**config.mk**
```make
export PLATFORM = sky130hd
export DESIGN_NAME = lru_cache_table
export DESIGN_NICKNAME = d
export VERILOG_FILES = /design/src/hdl/lct_pkg.sv /design/src/hdl/lru_cache_table.sv
export SDC_FILE = /design/constraint.sdc
export NUM_CORES = 2
export LEC_CHECK = 0
export ABC_AREA = 1
export BUFFER_PORTS_ARGS = -buffer_cell sky130_fd_sc_hd__buf_4
export CAP_MARGIN = 20
export CORE_MARGIN = 4
export CORE_UTILIZATION = 46
export DETAILED_ROUTE_END_ITERATION = 16
export PLACE_DENSITY = 0.72
export SLEW_MARGIN = 40
export SYNTH_ARGS = -nofsm -noshare
export SYNTH_HDL_FRONTEND = slang
export SYNTH_SLANG_ARGS = --single-unit
```
**constraint.sdc**
```tcl
create_clock -name clk -period 12 [get_ports clk]
set_input_delay 3.6 -clock clk [delete_from_list [all_inputs] [get_ports clk]]
set_output_delay 3.6 -clock clk [all_outputs]
set_load 0.01 [all_outputs]
```
**src/hdl/lct_pkg.sv**
```systemverilog
// shared constants and types for the lru cache table
package lct_pkg;

	localparam int ENTRIES    = 16;
	localparam int KEY_BITS   = 32;
	localparam int VALUE_BITS = 32;
	localparam int IDX_BITS   = $clog2(ENTRIES);
	localparam int RANK_BITS  = $clog2(ENTRIES);
	localparam int OCC_BITS   = $clog2(ENTRIES + 1);
	localparam int CAP_BITS   = 5;
	localparam int EXT_BITS   = (CAP_BITS > OCC_BITS) ? CAP_BITS : OCC_BITS;

	localparam logic [CAP_BITS-1:0] CAP_RESET = 5'd16;

	localparam logic FUNC_LOOKUP = 1'b0;
	localparam logic FUNC_INSERT = 1'b1;

	typedef logic [KEY_BITS-1:0]   key_t;
	typedef logic [VALUE_BITS-1:0] value_t;
	typedef logic [IDX_BITS-1:0]   idx_t;
	typedef logic [RANK_BITS-1:0]  rank_t;
	typedef logic [OCC_BITS-1:0]   occ_t;
	typedef logic [EXT_BITS-1:0]   ext_t;

endpackage

```
**src/hdl/lru_cache_table.sv**
```systemverilog
// throughput: one request per cycle unless out_stall holds the result register;
//   input register, one pass of parallel key compare and rank update over all
//   entries, then the result register
// reset: clears valid marks, recency ranks and occupancy, capacity returns to 16;
//   key and value storage is not cleared and there is no clearing pass
module lru_cache_table (
	input  logic                       clk,
	input  logic                       arst_n,
	input  logic                       cfg_we,
	input  logic [lct_pkg::CAP_BITS-1:0] cfg_wdata,
	input  logic                       in_valid,
	output logic                       in_stall,
	input  logic                       func,
	input  lct_pkg::key_t              key,
	input  lct_pkg::value_t            value_in,
	output logic                       out_valid,
	input  logic                       out_stall,
	output logic                       hit,
	output lct_pkg::value_t            value_out,
	output logic                       evicted
);
	import lct_pkg::*;

	logic [CAP_BITS-1:0] cap_q;

	logic   valid_s1;
	logic   func_s1;
	key_t   key_s1;
	value_t value_s1;

	logic   out_valid_q;
	logic   hit_q;
	value_t value_out_q;
	logic   evicted_q;

	key_t                entry_key_q   [ENTRIES];
	value_t              entry_value_q [ENTRIES];
	logic [ENTRIES-1:0]  entry_valid_q;
	rank_t               rank_q        [ENTRIES];
	occ_t                occ_q;

	logic advance, fire;
	logic [ENTRIES-1:0] match;
	logic found;
	idx_t hit_slot, free_slot, victim_slot, slot;
	rank_t hit_rank, oldest_rank;
	ext_t cap_ext, occ_ext, cap_eff;
	logic is_insert, full, do_evict, do_fill, do_promote, age_all;
	rank_t rank_d [ENTRIES];

	assign advance  = !out_valid_q || !out_stall;
	assign fire     = valid_s1 && advance;
	assign in_stall = valid_s1 && !advance;

	// capacity clamped to 1..ENTRIES
	assign cap_ext = EXT_BITS'(cap_q);
	assign occ_ext = EXT_BITS'(occ_q);
	always_comb begin
		priority if (cap_ext == '0) begin
			cap_eff = EXT_BITS'(1);
		end else if (cap_ext > EXT_BITS'(ENTRIES)) begin
			cap_eff = EXT_BITS'(ENTRIES);
		end else begin
			cap_eff = cap_ext;
		end
	end

	// valid ranks are always a permutation of 0..occupancy-1
	assign oldest_rank = RANK_BITS'(occ_q - occ_t'(1));

	always_comb begin
		hit_slot    = '0;
		free_slot   = '0;
		victim_slot = '0;
		for (int i = ENTRIES - 1; i >= 0; i--) begin
			match[i] = entry_valid_q[i] && (entry_key_q[i] == key_s1);
			if (match[i]) begin
				hit_slot = idx_t'(i);
			end
			if (!entry_valid_q[i]) begin
				free_slot = idx_t'(i);
			end
			if (entry_valid_q[i] && rank_q[i] == oldest_rank) begin
				victim_slot = idx_t'(i);
			end
		end
	end

	assign found      = |match;
	assign hit_rank   = rank_q[hit_slot];
	assign is_insert  = (func_s1 == FUNC_INSERT);
	assign full       = (occ_ext >= cap_eff) && (occ_q != '0);
	assign do_evict   = is_insert && !found && full;
	assign do_fill    = is_insert && !found && !full;
	assign do_promote = found || is_insert;
	assign age_all    = !found;

	always_comb begin
		priority if (found) begin
			slot = hit_slot;
		end else if (full) begin
			slot = victim_slot;
		end else begin
			slot = free_slot;
		end
	end

	always_comb begin
		for (int i = 0; i < ENTRIES; i++) begin
			rank_d[i] = rank_q[i];
			if (idx_t'(i) == slot) begin
				rank_d[i] = '0;
			end else if (entry_valid_q[i] && (age_all || rank_q[i] < hit_rank)) begin
				rank_d[i] = rank_q[i] + rank_t'(1);
			end
		end
	end

	always_ff @(posedge clk or negedge arst_n) begin
		if (!arst_n) begin
			cap_q <= CAP_RESET;
		end else if (cfg_we) begin
			cap_q <= cfg_wdata;
		end
	end

	always_ff @(posedge clk or negedge arst_n) begin
		if (!arst_n) begin
			valid_s1 <= 1'b0;
		end else if (!in_stall) begin
			valid_s1 <= in_valid;
		end
	end

	always_ff @(posedge clk) begin
		if (in_valid && !in_stall) begin
			func_s1  <= func;
			key_s1   <= key;
			value_s1 <= value_in;
		end
	end

	always_ff @(posedge clk or negedge arst_n) begin
		if (!arst_n) begin
			entry_valid_q <= '0;
			occ_q         <= '0;
			for (int i = 0; i < ENTRIES; i++) begin
				rank_q[i] <= '0;
			end
		end else if (fire) begin
			if (do_promote) begin
				for (int i = 0; i < ENTRIES; i++) begin
					rank_q[i] <= rank_d[i];
				end
			end
			if (do_fill) begin
				entry_valid_q[slot] <= 1'b1;
				occ_q               <= occ_q + occ_t'(1);
			end
		end
	end

	always_ff @(posedge clk) begin
		if (fire && is_insert) begin
			entry_value_q[slot] <= value_s1;
			if (!found) begin
				entry_key_q[slot] <= key_s1;
			end
		end
	end

	always_ff @(posedge clk or negedge arst_n) begin
		if (!arst_n) begin
			out_valid_q <= 1'b0;
		end else if (advance) begin
			out_valid_q <= valid_s1;
		end
	end

	always_ff @(posedge clk) begin
		if (fire) begin
			hit_q       <= found;
			value_out_q <= (found && !is_insert) ? entry_value_q[hit_slot] : '0;
			evicted_q   <= do_evict;
		end
	end

	assign out_valid = out_valid_q;
	assign hit       = hit_q;
	assign value_out = value_out_q;
	assign evicted   = evicted_q;

`ifndef SYNTHESIS
	a_occ_tracks_valid: assert property (@(posedge clk) disable iff (!arst_n)
		$countones(entry_valid_q) == int'(occ_q))
		else $error("occupancy does not match valid marks");

	a_evict_keeps_occ: assert property (@(posedge clk) disable iff (!arst_n)
		(fire && do_evict) |=> $stable(occ_q))
		else $error("eviction changed occupancy");

	a_evict_not_hit: assert property (@(posedge clk) disable iff (!arst_n)
		(out_valid_q && evicted_q) |-> !hit_q)
		else $error("eviction flagged on a hit");

	a_miss_zero_value: assert property (@(posedge clk) disable iff (!arst_n)
		(out_valid_q && !hit_q) |-> (value_out_q == '0))
		else $error("nonzero value on a miss");
`endif

endmodule

```
==> summary.md <==
| Metric | Value |
|---|---|
| Outcome | completed |
| Routing usage on met3 | 0.0459 |
| Worst slew pin tran | 874 ps |
| Global route overflow | 0 |
| P&R area growth vs syn | 11.9% |
| Syn_area_per_cell | 11.6 µm² |
| Worst hold slack | between 500 and 600 ps |
| Synth Flop Type | edfxtp_1 |
| Total CTS buffers | between 100 and 150 |
| Hold Path Class | flip-flop to flip-flop |
| CP max stage delay | 140 ps |
| Root Buffer | clkbuf_16 |
| Post-CTS Setup Repair Bufs | 0 |
| IO Port Bufs | 110 |
| First drt pass iteration count | 7 |
| Static Leak | 23.1 nW |
| RSZ-0062 raised after global routing | false |
| Ys Warns | 0 |
| CTS Buffer Depth | 3 |
| Drt initial violations | 5460 |
| Power per cell area | 193 nW/µm² |
| Max Fclk | about 0.13 GHz |
| CTS sink count | 1215 |
| Count of buffer and inverter cells on the critical path | 2 |
| Finished Layout Cells | 6465 |
| Initial antenna violation count | 3 |
| Sw frac | 0.313 |
| Critical Path Stages | 4 |
| Worst EP arrival | 4020 ps |
| Total vias in the final route | 38.3k |
| Final #Nets | ~5.0k |
| DIE WIDTH | 353 µm |
| Post-synthesis sequential area ratio | 0.658 |
| Hold_buf cts | 0 |
| Placement row count | 126 |
| Max Slew Vio Count | 0 |
| Reg power frac | 0.460 |
| TritonCTS clock tree | done |
| Syn nets | approximately 4.9k |
| # DRC | 0 |
| CP endpoint kind | output port |
| GR peak layer | met2 |
| Crit Path Max Fanout | 3 |
| H-tree depth | 4 |
| Placer Congestion | 0.881 |
| Asr flop ratio synth | 0.0757 |
| Slowest-stage cell, CP | buf_4 |
| Initial Util | 0.464 |
| DR vias/cell | about 5.9 |
| Post-DRT Antenna Nets | 0 |
| CP Launch Type | input pin |
| Clock Skews | 48.0 ps |
| Final Hold Vio Count | 0 |
| Detailed placement HPWL | 82.8 mm |
| #FFs+latches synth | 1215 |
| Worst path cell trace | buf_4, nand2_1, nor2_1, buf_4 |
| Cells after DPL | 6233 |
| Wirelength, routed | 154 mm |
| Worst vdd ir | between 0.2 and 0.25 mV |
| Yosys cell types | 68 |
| Clk pwr share | 0.327 |
| Max-cap viol count | 0 |
| Core area | around 120000 µm² |
| Largest net degree at the start of global routing | 130 |
| Tcrit/Tclk final | 0.635 |
| Met2 Usage GRT | 0.379 |
| Vias in the first global route | 36.3k |
| Comb pwr share | 0.214 |
| Layout cells sized above 1 | 0.119 |
| Kind of critical path | input pin to output port |
| Number of flops mapped to enable cells by yosys | ~1.1k |
| DIE HEIGHT | roughly 350 µm |
| Relative slew slack | 0.417 |
| Min Clock Period, post-route | between 7000 and 8000 ps |
| Synthesized instance count | 4726 |
| Sw Pwr | between 3 and 4 mW |
| Total Routing Usage GR | 0.239 |
| Met1 Use GR | 0.327 |
| Final setup violating endpoints | 0 |
| Crit-path leading delay family | buffers and inverters |
| # IOs | between 100 and 150 |
| Critical path's most frequent cell | buf_4 |
| Clk_lat worst skew | 770 ps |
| Required time worst endpoint | 8400 ps |
| Routed len/inst | 23.8 µm |
| Die area | 125000 µm² |
| Worst hold path depth | 1 |
| R2R depth | 35 |
| Power Internal | 8.11 mW |
| First-pass GRT wire length | 226 mm |
| Clk slew on worst S/H paths | 50 ps |
| Post-Syn Area | 54800 µm² |
| Gates resized, CTS repair | 0 |
| Post-Route Setup TNS | 0 ps |
==> logic make-up after synthesis <==
logic type / count (synthesis) / synth area share
adders and majority gates: 72 / 0.0165
xor gates and xnor gates: 207 / 0.0332
AOI/OAI and AO/OA: 986 / 0.109
DFF: 1215 / 0.658
and+or+nand+nor: 1556 / 0.129
buffers and inverters: 690 / 0.0552
==> sequential cells by signal, indices dropped and copies added (netlist names), 5 cells and up <==
signal / flops
entry_value_q: 512
value_s1: 32
occ_ext: 5
entry_valid_q: 16
rank_q: 64
entry_key_q: 512
cap_ext: 5
key_s1: 32
value_out: 32
==> layer usage <==
metal,vias up,wire [µm]
met5,-,17
met2,2449,70600
met4,2,6080
li1,17100,-
met3,413,18100
met1,18400,58900
==> final timing paths <==
kind                            slack [ps]                      to                   start
worst max-delay path                  4380                in_stall               out_stall
worst min-delay path                   500  occ_ext[4]$_DFFE_PN0P_  occ_ext[4]$_DFFE_PN0P_
worst max register to register        4640  rank_q[17]$_DFFE_PN0P_     key_s1[3]$_DFFE_PP_
worst min register to register         500  occ_ext[4]$_DFFE_PN0P_  occ_ext[4]$_DFFE_PN0P_
max in group asynchronous             8190  rank_q[60]$_DFFE_PN0P_                  arst_n
min in group asynchronous             2850    valid_s1$_DFFE_PN0N_                  arst_n
==> cells in the mapped netlist, types with 16 or more instances <==
cell | count | area (µm²)
edfxtp_1 | 1123 | 33700
nand2_1 | 845 | 3170
inv_1 | 427 | 1600
a21oi_1 | 341 | 1710
o21ai_0 | 298 | 1490
nor2_1 | 231 | 867
nand3_1 | 203 | 1020
xor2_1 | 113 | 990
clkbuf_1 | 104 | 390
o311ai_0 | 97 | 850
xnor2_1 | 93 | 815
dfrtp_1 | 91 | 2280
o22ai_1 | 78 | 488
ha_1 | 72 | 901
buf_2 | 60 | 300
nand4_1 | 49 | 307
or2_2 | 43 | 269
nor3_1 | 42 | 210
o211ai_1 | 38 | 285
buf_6 | 33 | 372
nor4_1 | 32 | 200
nand2_2 | 31 | 194
buf_4 | 25 | 188
inv_2 | 25 | 93.8
a22o_1 | 21 | 184
a211oi_1 | 20 | 150
o2111ai_1 | 20 | 175
o21ai_1 | 20 | 100
nand2_4 | 19 | 214
a221oi_1 | 16 | 140
nand3_2 | 16 | 160
==> per-stage QoR <==
step	setup slack [ps]	power [mW]	util	cell area [µm²]
final	4380	11.8	0.519	61300
after global routing	4210	12.3	0.519	61300
after CTS	4370	11.8	0.519	61200
after detailed placement	4370	7.97	0.484	57200
after global placement	4340	7.86	0.484	57200
after floorplan	3370	7.17	-	54800
==> layout make-up <==
class / count / area [µm²]
flip-flops and latches: 1215 / 36000
diodes: 1 / 2.50
fillers: 9806 / 56800
repair buffers: 206 / 1580
well taps: 1536 / 1920
clock buffers: 161 / 3410
multi-input cells: 2821 / 16000
clock inverters: 69 / 638
inverters: 456 / 1720
==> power by group through the flow <==
stage | clock [mW] | combinational (mW) | sequential (mW)
global route | 4.08 | 2.80 | 5.47
floorplan | 0 | 1.72 | 5.45
finish | 3.85 | 2.52 | 5.42
global placement | 0 | 2.38 | 5.48
detailed placement | 0 | 2.47 | 5.50
CTS | 3.90 | 2.49 | 5.42
==> layout by cell type, fill, tap and decap left out, drive strengths merged, types with 11 or more instances in the layout <==
cell	synthesis	final
a211oi	20	20
a21oi	343	343
a221oi	16	16
a22o	21	21
buf	129	205
clkbuf	105	162
clkinv	2	50
dfrtp	91	91
edfxtp	1123	1123
ha	72	72
inv	454	465
nand2	895	895
nand3	222	222
nand4	51	51
nor2	234	234
nor3	42	42
nor4	36	36
o2111ai	21	21
o211ai	38	38
o21ai	318	318
o22ai	78	78
o311ai	97	97
or2	47	47
or4	11	11
xnor2	94	94
xor2	113	113
(Power assumes the default switching activity.)
